==> config.mk <==
export PLATFORM = sky130hd
export DESIGN_NAME = triac_phase_angle_dimmer
export DESIGN_NICKNAME = d
export VERILOG_FILES = /design/src/tpad_pkg.sv /design/src/tpad_step.sv /design/src/triac_phase_angle_dimmer.sv
export SDC_FILE = /design/constraint.sdc
export NUM_CORES = 1
export LEC_CHECK = 0
export BUFFER_PORTS_ARGS = -buffer_cell sky130_fd_sc_hd__buf_2
export CORE_MARGIN = 2
export CORE_UTILIZATION = 50
export DETAILED_ROUTE_END_ITERATION = 7
export PLACE_DENSITY = 0.71
export RECOVER_POWER = 50
export SLEW_MARGIN = 20
export SYNTH_ARGS = -nofsm -noshare
export SYNTH_HDL_FRONTEND = slang
export SYNTH_SLANG_ARGS = --single-unit
export TNS_END_PERCENT = 5
==> constraint.sdc <==
create_clock -name aclk -period 5.6 [get_ports aclk]
set_input_delay 0.84 -clock aclk [delete_from_list [all_inputs] [get_ports aclk]]
set_output_delay 0.84 -clock aclk [all_outputs]
set_load 0.01 [all_outputs]
==> src/tpad_pkg.sv <==
// ---------------------------------------------------------------------------
// Phase-angle dimmer package
// Shared widths, constants, codes and types for the phase-angle triac dimmer.
// ---------------------------------------------------------------------------
package tpad_pkg;

    // Field widths
    localparam int TS_BITS       = 32;
    localparam int HALF_BITS     = 32;
    localparam int FIRE_BITS     = 14;
    localparam int TICK_BITS     = 8;
    localparam int DIM_BITS      = 7;
    localparam int MIN_ZC_BITS   = 16;
    localparam int CFG_DATA_BITS = 16;
    localparam int CFG_IDX_BITS  = 1;
    localparam int IN_DATA_BITS  = 32;
    localparam int OUT_DATA_BITS = 48;

    // Timing constants of the half cycle
    localparam logic [TICK_BITS-1:0]   CUTOFF_TICK     = 8'd175;
    localparam logic [TICK_BITS-1:0]   PULSE_TICKS     = 8'd5;
    localparam logic [TICK_BITS-1:0]   FIRE_BASE_TICK  = 8'd175;
    localparam logic [TICK_BITS-1:0]   FIRE_TICK_MAX   = 8'd199;
    localparam logic [TICK_BITS-1:0]   TICK_HARD_LIMIT = 8'd200;
    localparam logic [FIRE_BITS-1:0]   TICK_US         = 14'd50;
    localparam logic [MIN_ZC_BITS-1:0] MIN_ZC_RESET    = 16'd8000;

    // Item kinds carried on the input user signal
    localparam logic REQ_ZERO_CROSS = 1'b0;
    localparam logic REQ_TICK       = 1'b1;

    // Configuration register indexes
    localparam logic [CFG_IDX_BITS-1:0] CFG_DIM_LEVEL = 1'b0;
    localparam logic [CFG_IDX_BITS-1:0] CFG_MIN_ZC    = 1'b1;

    // Per half-cycle state of the dimmer
    typedef struct packed {
        logic [TS_BITS-1:0]   last_crossing_time;
        logic [HALF_BITS-1:0] measured_half_cycle;
        logic [TICK_BITS-1:0] tick_count;
        logic                 armed;
        logic                 gate_level;
        logic [FIRE_BITS-1:0] last_fire_time;
    } state_t;

    // One result word, before packing onto the output bus
    typedef struct packed {
        logic [FIRE_BITS-1:0] fire_time_us;
        logic [HALF_BITS-1:0] half_cycle_us;
        logic                 zc_accepted;
        logic                 gate_on;
    } result_t;

    // Tick at which the gate fires for a given brightness, clamped to the maximum.
    function automatic logic [TICK_BITS-1:0] gate_tick(input logic [DIM_BITS-1:0] dim);
        logic [TICK_BITS-1:0] half;
        logic [TICK_BITS-1:0] ft;
        half = TICK_BITS'(dim >> 1);
        if (half > FIRE_BASE_TICK) begin
            ft = FIRE_TICK_MAX;
        end else begin
            ft = FIRE_BASE_TICK - half;
            if (ft > FIRE_TICK_MAX) begin
                ft = FIRE_TICK_MAX;
            end
        end
        return ft;
    endfunction

endpackage

==> src/tpad_step.sv <==
// ---------------------------------------------------------------------------
// Phase-angle dimmer update logic
// Works out the next half-cycle state and the result word for one item.
// ---------------------------------------------------------------------------
module tpad_step (
    input  tpad_pkg::state_t                    state_i,
    input  logic                                req_type,
    input  logic [tpad_pkg::TS_BITS-1:0]        now_us,
    input  logic [tpad_pkg::DIM_BITS-1:0]       dim_level,
    input  logic [tpad_pkg::MIN_ZC_BITS-1:0]    min_gap_us,
    output tpad_pkg::state_t                    state_o,
    output tpad_pkg::result_t                   result_o
);

    logic [tpad_pkg::TS_BITS-1:0]   zc_diff;
    logic                           zc_pass;
    logic [tpad_pkg::TICK_BITS-1:0] tick_inc;
    logic [tpad_pkg::TICK_BITS-1:0] fire_at;
    logic [tpad_pkg::TICK_BITS:0]   pulse_end;
    logic                           accepted;

    // Interval since the last accepted crossing, modulo the timestamp width.
    assign zc_diff   = now_us - state_i.last_crossing_time;
    assign zc_pass   = (zc_diff >= tpad_pkg::TS_BITS'(min_gap_us));
    assign tick_inc  = state_i.tick_count + 1'b1;
    assign fire_at   = tpad_pkg::gate_tick(dim_level);
    assign pulse_end = {1'b0, fire_at} + {1'b0, tpad_pkg::PULSE_TICKS};

    // State update for a zero cross or a tick.
    always_comb begin
        state_o  = state_i;
        accepted = 1'b0;
        if (req_type == tpad_pkg::REQ_ZERO_CROSS) begin
            if (zc_pass) begin
                state_o.measured_half_cycle = tpad_pkg::HALF_BITS'(zc_diff);
                state_o.last_crossing_time  = now_us;
                state_o.tick_count          = '0;
                state_o.armed               = 1'b1;
                state_o.gate_level          = 1'b0;
                accepted                    = 1'b1;
            end
        end else if (state_i.armed) begin
            state_o.tick_count = tick_inc;
            if (tick_inc >= tpad_pkg::CUTOFF_TICK) begin
                state_o.armed = 1'b0;
            end
            if (tick_inc == fire_at) begin
                state_o.last_fire_time = tpad_pkg::FIRE_BITS'(
                    tpad_pkg::FIRE_BITS'(tick_inc) * tpad_pkg::TICK_US);
                state_o.gate_level     = 1'b1;
            end
            if ({1'b0, tick_inc} == pulse_end) begin
                state_o.gate_level = 1'b0;
            end
            if (tick_inc > tpad_pkg::TICK_HARD_LIMIT) begin
                state_o.armed = 1'b0;
            end
        end
    end

    // Result word reflects the state after the item.
    assign result_o.gate_on       = state_o.gate_level;
    assign result_o.zc_accepted   = accepted;
    assign result_o.half_cycle_us = state_o.measured_half_cycle;
    assign result_o.fire_time_us  = state_o.last_fire_time;

endmodule

==> src/triac_phase_angle_dimmer.sv <==
// ---------------------------------------------------------------------------
// Phase-angle triac dimmer
// Filters zero-cross events, counts 50 us ticks and drives the triac gate.
// ---------------------------------------------------------------------------
// Usage:
// Each input word is a zero-cross edge (s_tuser low, timestamp in s_tdata)
// or one 50 us timer tick (s_tuser high). Every input word yields exactly
// one output word on the m_ channel with the gate level, a flag for an
// accepted zero cross, the last half-cycle length and the last fire delay.
// A word passes through an input register and then a result register before
// its result is offered on the m_ channel. One word can be taken in every
// cycle while the receiver keeps m_tready high; the rate is one word per
// clock, set by the single update stage between the two registers.
// When the receiver holds m_tready low, the result register holds its word
// and the input register still takes one more word; after that s_tready
// falls until the result is taken.
// Reset (aresetn low at a clock edge) empties both registers, clears the
// half-cycle state with the gate off and disarmed, sets the brightness to
// zero and the minimum zero-cross interval to 8000 us.
// Configuration is written through cfg_wr_en, cfg_index and cfg_data. The user
// must write it only while no word is in flight; the block does not enforce it.
// ---------------------------------------------------------------------------
module triac_phase_angle_dimmer (
    input  logic                                  aclk,
    input  logic                                  aresetn,
    // Input stream
    input  logic                                  s_tvalid,
    output logic                                  s_tready,
    input  logic [tpad_pkg::IN_DATA_BITS-1:0]     s_tdata,   // [31:0] now_us
    input  logic                                  s_tuser,   // [0] req_type
    // Result stream
    output logic                                  m_tvalid,
    input  logic                                  m_tready,
    // [0] gate_on, [1] zc_accepted, [33:2] half_cycle_us, [47:34] fire_time_us
    output logic [tpad_pkg::OUT_DATA_BITS-1:0]    m_tdata,
    // Configuration write port
    input  logic                                  cfg_wr_en,
    input  logic [tpad_pkg::CFG_IDX_BITS-1:0]     cfg_index,
    input  logic [tpad_pkg::CFG_DATA_BITS-1:0]    cfg_data
);

    logic                                in_valid_reg;
    logic                                in_type_reg;
    logic [tpad_pkg::TS_BITS-1:0]        in_now_reg;
    logic                                out_valid_reg;
    tpad_pkg::result_t                   out_reg;
    tpad_pkg::result_t                   result_next;
    tpad_pkg::state_t                    state_reg;
    tpad_pkg::state_t                    state_next;
    logic [tpad_pkg::DIM_BITS-1:0]       dim_level_reg;
    logic [tpad_pkg::MIN_ZC_BITS-1:0]    min_zc_reg;
    logic                                advance;
    logic                                s_accept;

    // Handshake: the update stage moves when the result register is free.
    assign advance  = in_valid_reg && (!out_valid_reg || m_tready);
    assign s_tready = !in_valid_reg || advance;
    assign s_accept = s_tvalid && s_tready;

    // Configuration registers.
    always_ff @(posedge aclk) begin
        if (!aresetn) begin
            dim_level_reg <= '0;
            min_zc_reg    <= tpad_pkg::MIN_ZC_RESET;
        end else if (cfg_wr_en) begin
            unique case (cfg_index)
                tpad_pkg::CFG_DIM_LEVEL: dim_level_reg <= cfg_data[tpad_pkg::DIM_BITS-1:0];
                tpad_pkg::CFG_MIN_ZC:    min_zc_reg    <= cfg_data[tpad_pkg::MIN_ZC_BITS-1:0];
                default:                 ;
            endcase
        end
    end

    // Input register.
    always_ff @(posedge aclk) begin
        if (!aresetn) begin
            in_valid_reg <= 1'b0;
        end else if (s_tready) begin
            in_valid_reg <= s_tvalid;
        end
    end

    always_ff @(posedge aclk) begin
        if (s_accept) begin
            in_type_reg <= s_tuser;
            in_now_reg  <= s_tdata[tpad_pkg::TS_BITS-1:0];
        end
    end

    // Update logic for one word.
    tpad_step u_step (
        .state_i    (state_reg),
        .req_type   (in_type_reg),
        .now_us     (in_now_reg),
        .dim_level  (dim_level_reg),
        .min_gap_us (min_zc_reg),
        .state_o    (state_next),
        .result_o   (result_next)
    );

    // Half-cycle state, committed as each word leaves the input register.
    always_ff @(posedge aclk) begin
        if (!aresetn) begin
            state_reg <= '0;
        end else if (advance) begin
            state_reg <= state_next;
        end
    end

    // Result register.
    always_ff @(posedge aclk) begin
        if (!aresetn) begin
            out_valid_reg <= 1'b0;
        end else if (advance) begin
            out_valid_reg <= 1'b1;
        end else if (m_tready) begin
            out_valid_reg <= 1'b0;
        end
    end

    always_ff @(posedge aclk) begin
        if (advance) begin
            out_reg <= result_next;
        end
    end

    assign m_tvalid = out_valid_reg;
    assign m_tdata  = {out_reg.fire_time_us, out_reg.half_cycle_us,
                       out_reg.zc_accepted, out_reg.gate_on};

`ifndef NO_ASSERTIONS
    // The tick count never runs past the cutoff tick.
    assert property (@(posedge aclk) disable iff (!aresetn)
        state_reg.tick_count <= tpad_pkg::CUTOFF_TICK)
        else $error("tick count beyond cutoff");

    // An accepted zero cross always leaves the gate off.
    assert property (@(posedge aclk) disable iff (!aresetn)
        out_valid_reg && out_reg.zc_accepted |-> !out_reg.gate_on)
        else $error("gate on after accepted zero cross");

    // Disarming only follows a tick word.
    assert property (@(posedge aclk) disable iff (!aresetn)
        $fell(state_reg.armed) |-> $past(advance && (in_type_reg == tpad_pkg::REQ_TICK)))
        else $error("disarmed without a tick");

    // The input side stalls only when both registers hold words and m_tready is low.
    assert property (@(posedge aclk) disable iff (!aresetn)
        !s_tready |-> (in_valid_reg && out_valid_reg && !m_tready))
        else $error("input stalled without cause");
`endif

endmodule

### Word-level counts from Yosys, hierarchy flattened

Index checks and enable logic that the tools add are counted.
W data, S select, Z words.

* flip-flop bits (word level): 194
* output and inout port bits: 50
* bits in latches: 0
* input bits: 55
* memories: 0
* ROM bits: 0
* bits in writable memories: 0
* word-level logic and storage cells: 58

* bitwise gates (word level): 2
* reduce and logical (&&, ||, !) cells: 13
* add/subtract/negate cells: 4
* multipliers: 1
* $lt $le $gt $ge: 5
* shift-type cells: 0
* divide/modulo/power cells: 0
* equal/unequal tests: 3
* mux-type cells: 14

Operator list (count)
* $mux W42: 1
* $ge A32 B16 Y1: 1
* $mux W32: 1
* $sub A32 B32 Y32: 1
* $mux W24: 1
* $gt A8 B8 Y1 const B: 2
* $mux W8: 2
* $mux W15: 1
* $mux W14: 1
* $mul A8 B5 Y13 const B: 1
* $mux W10: 1
* $add A8 B3 Y9 const B: 1
* $eq A8 B9 Y1: 1
* $add A8 B1 Y8 const B: 1
* $eq A8 B8 Y1: 1
* $ge A8 B8 Y1 const B: 1
* $gt A6 B8 Y1 const B: 1
* $sub A8 B6 Y8 const A: 1
* $mux W1: 6
* $reduce_and A2 Y1: 3
* $reduce_and A3 Y1: 2
* $reduce_bool A2 Y1: 2
* $logic_and A1 B1 Y1: 2
* $logic_not A1 Y1: 2
* other kinds (3): 5

### Logic depth before layout (Yosys ltp)

* word-level depth: 9
* depth in mapped cells: 21
* depth with buffers taken out: 20

### Hierarchy

From an unflattened synthesis, not the netlist that was laid out.

* cell total of the unflattened synthesis: 1259
* area total of the unflattened synthesis: 11923.9 um^2

Modules (own cells, without submodules)
* triac_phase_angle_dimmer: instances 1, cells each 566, seq. area each 4694.5 um^2, area each 6834.1 um^2
* tpad_step: instances 1, cells each 693, seq. area each 0.0 um^2, area each 5089.9 um^2

### Worst setup path before layout

OpenSTA, ideal clock, no wires.

* path kind: reg-to-reg
* from: register in_now_reg[0] (netlist name)
* to: register out_reg (netlist bit m_tdata[10]), data pin
* slack: 621 ps
* library setup time: 260 ps
* clock period less this slack: 4979 ps
* required time: 5340 ps
* arrival time: 4719 ps
* stages on the path, launching flop included: 22
* path buffers: 2
* path through: edfxtp_1 inv_1 ha_1 inv_1 fa_1 a21o_1 a221oi_1 a21boi_0 nor2_1 xnor2_1 ha_1 nor2b_1 o21ai_0 o211a_1 o31ai_1 a2111o_1 or4_4 nor4b_4 nor2_2 buf_6 buf_6 mux2_4

RTL lines
* from (decl): line triac_phase_angle_dimmer.sv:44 `logic [tpad_pkg::TS_BITS-1:0] in_now_reg;`
* from (signal assigned): line triac_phase_angle_dimmer.sv:86 `in_now_reg <= s_tdata[tpad_pkg::TS_BITS-1:0];`
* to (signal assigned): line triac_phase_angle_dimmer.sv:123 `out_reg <= result_next;`
* to (decl): line triac_phase_angle_dimmer.sv:46 `tpad_pkg::result_t out_reg;`

### Final worst setup path

* from: register in_now_reg[2] (netlist name)
* to: register state_reg[26] (netlist name)

* word-level cells in the longest chain between the ends: 4

Ends and longest elaborated chain
* $sub A32 B32 Y32 *: line tpad_step.sv:23 `assign zc_diff = now_us - state_i.last_crossing_time;`
* $ge A32 B16 Y1: line tpad_step.sv:24 `assign zc_pass = (zc_diff >= tpad_pkg::TS_BITS'(min_gap_us));`
* $mux W42 *: line tpad_step.sv:34 `if (zc_pass) begin`
* $mux W32 *: line tpad_step.sv:33 `if (req_type == tpad_pkg::REQ_ZERO_CROSS) begin`
* to (signal assigned): line triac_phase_angle_dimmer.sv:106 `state_reg <= state_next;`
* to (decl): line triac_phase_angle_dimmer.sv:48 `tpad_pkg::state_t state_reg;`

Every way passes the cells marked *; elsewhere a longest branch is shown, timed or not. The select of a mux whose other input is x is not followed.
A chain may end at the register's enable or synchronous reset.

==> results.toml <==
[sta]
final-setup-viol-count = 0
slew_violations = 72
hold_ws_ns = 0.459
fmax_mhz = 188
finalClockSkew_ns = 0.0114
fin_crit_sh_pct = 94.9
hold_violations = 0
slew_headroom_pct = -45.3
tightest_slew_ns = 2.18
period_needed_ns = 5.31

[clock_tree]
hold_buffers = 0
root_buffer = "clkbuf_16"
clkSinkCount = 193
insertion_delay_ns = 0.45
cts_max_level = 4
cts.clk_slew.worst_paths_ns = 0.07
cts_tree = "built"
cts_max_path_buffers = 2
numCtsBuffers = 17

[routing]
first_iter_violations = 661
num_vias = 8770
via_per_inst = 5.72
drtAntennaViolNets = 0
totalWireLength_um = 25800
wire_per_inst_um = 16.8
drcViolationCount = 0
drt_pass1_iterations = 5

[synthesis]
ys_warn_count = 0
synth_top_area_share_pct = 22.6
synth_area_um2 = 10800
synth_edf_count = 81
synthCells = 1177
seq_area_frac_synth_pct = 43.4
ys_seq_elements = 193
synth.avg_cell_area_um2 = 9.15
async_flop_share_pct = 0
ys_types = 67
synth_fp_nets = 1317
ys_top_cells_by_area = "edfxtp_1 (23%), dfxtp_1 (21%), ha_1 (9.4%), a21oi_1 (6.0%), o21ai_0 (4.8%)"
synth_ff_type = "dfxtp_1"
yosysTopAreaCell = "edfxtp_1"

[finish]
drive_above_1_share_pct = 11.0
post-route-util_pct = 56.7
syn2layout_area_growth_pct = 11.1
diodes = 0
nFillCells = 1921
nets = 1384
largest_register_ffs = 88

[global_route]
antenna_found_initial = 0
grt_first_pass_wirelength_um = 41700
grt_max_degree = 58
grt_use_total_pct = 23.3
grt_overflow_total = 0
grt_pass1_vias = 8362

[placement]
dp_hpwl_um = 18400
gp_congestion = 0.915
numPortBuffers = 104

[worst_setup_path]
crit_type = "reg -> reg"
end_kind = "flop"
crit_arrival_ns = 5.63
cp_max_fo = 31
cp_data_required_time_ns = 5.92
startpoint_type = "flop"

[power]
p_leak_nw = 4.64
p_sw_share_pct = 29.0
powerDensity_nw_per_um2 = 273
seqPwrFrac_pct = 48.2
pwr-share-comb_pct = 15.8
peakVddDrop_uv = 177
power_switching_w = 0.000946
p_int_w = 0.00232
power_frac_clock_pct = 35.9

[die]
core_um2 = 21100
ios = 105
die_area_um2 = 22700
rows = 53
initial_core_util_pct = 51.0
die-height_um = 151
fp.dieW_um = 151

[job]
cap_violations = 2

[min_path]
min_path_type = "reg -> reg"

[outcome]
violations = "max-capacitance violations, max-slew violations"
status = "complete, but fails checks"
cell families (layout without fill, tap and decap cells):
group / count (synthesis) / count (layout) / synth area share (%)
compound gates: 331 / 331 / 18.1
xor+xnor: 53 / 53 / 4.31
fa+ha+maj: 85 / 85 / 10.2
buf+inv: 148 / 228 / 5.34
flops: 193 / 193 / 43.4
mux: 38 / 38 / 4.20
simple gates: 329 / 329 / 14.4
power groups by stage:
stage	combinational [W]	sequential [W]	clock (W)
floorplan	0.000350	0.00160	0
global placement	0.000503	0.00160	0
detailed placement	0.000514	0.00160	0
CTS	0.000518	0.00157	0.00118
global route	0.000573	0.00158	0.00125
finish	0.000517	0.00157	0.00117
worst max-delay path: stages, from the launching register on:
cell      delay [ns]
edfxtp_1        0.46
ha_1            0.39
o211ai_1        0.23
a21oi_1         0.12
or2_2           0.31
xor2_1          0.41
ha_1            0.34
a21o_1          0.18
a21o_1          0.17
a21oi_1         0.17
o211a_1         0.15
o31ai_1         0.07
a2111o_1        0.44
or4_4           0.54
or4b_2          0.74
buf_6           0.24
a21oi_1         0.14
nor3_1          0.07
cells in the final DEF, fill, tap and decap left out, types with 12 or more instances in the layout:
cell type,instances
clkbuf_16,17
clkbuf_1,55
ha_1,81
buf_2,52
nand3_1,65
nand2_1,110
edfxtp_1,81
inv_1,78
nor2_1,69
o211ai_1,12
nor3_1,18
o21ai_0,103
dfxtp_1,112
a21o_1,23
a21oi_1,129
xor2_1,30
xnor2_1,23
mux2_2,21
cells in the mapped netlist, types with 8 or more instances:
cell type and number:
a21o_1 23, dfxtp_1 112, nor3_1 18, nor2_1 70, a21oi_1 129, and3_1 9, mux2i_1 8, nand3_1 65
clkbuf_1 59, mux2_4 9, a211oi_1 9, inv_1 77, xor2_1 30, mux2_2 21, xnor2_1 23, nand4_1 8
ha_1 81, nand2_1 110, o211ai_1 12, edfxtp_1 81, o21ai_0 103
path summary, 6_finish.rpt:
path                              start                          to  slack [ns]  cells after the start
max             in_now_reg[2]$_DFFE_PP_  state_reg[26]$_SDFFE_PN0P_        0.29                     17
min          min_zc_reg[2]$_SDFFE_PN0P_  min_zc_reg[2]$_SDFFE_PN0P_        0.46                      2
max reg2reg     in_now_reg[2]$_DFFE_PP_  state_reg[26]$_SDFFE_PN0P_        0.29                     17
min reg2reg  min_zc_reg[2]$_SDFFE_PN0P_  min_zc_reg[2]$_SDFFE_PN0P_        0.46                      2
per-stage QoR:
step	cells	setup TNS, ns	setup WS [ns]	cell area (um2)	total power [W]
final	1532	0	0.287	12000	0.00326
after global routing	1532	-0.00404	-0.00404	12000	0.00340
after CTS	1530	0	0.143	12000	0.00327
after detailed placement	1498	0	0.184	11400	0.00212
after global placement	1498	0	0.349	11400	0.00211
after floorplan	1177	0	0.621	10800	0.00195
repair_timing:
| item | in CTS | in global routing |
|---|---|---|
| gates resized for setup | 0 | 2 |
| buffers inserted | 0 | 2 |
| endpoints found under the setup margin | 0 | 99 |
area by class of cell:
class,instances,area [um2],share of cell area [%]
multi-input combinational,836,5530,46.3
clock buffer,18,429,3.59
tap,275,344,2.88
clock inverter,14,123,1.03
timing repair buffer,118,557,4.66
inverter,78,293,2.45
sequential,193,4670,39.1
metal layers:
layer / track usage, % / vias up / part of all wire (%)
li1: - / 4326 / -
met1: 30.9 / 4143 / 45
met2: 38.5 / 262 / 47
met3: 4.36 / 39 / 6.2
met4: 7.48 / 0 / 1.7
met5: 0 / - / 0
No activity file was read; power rests on OpenSTA's default activity.
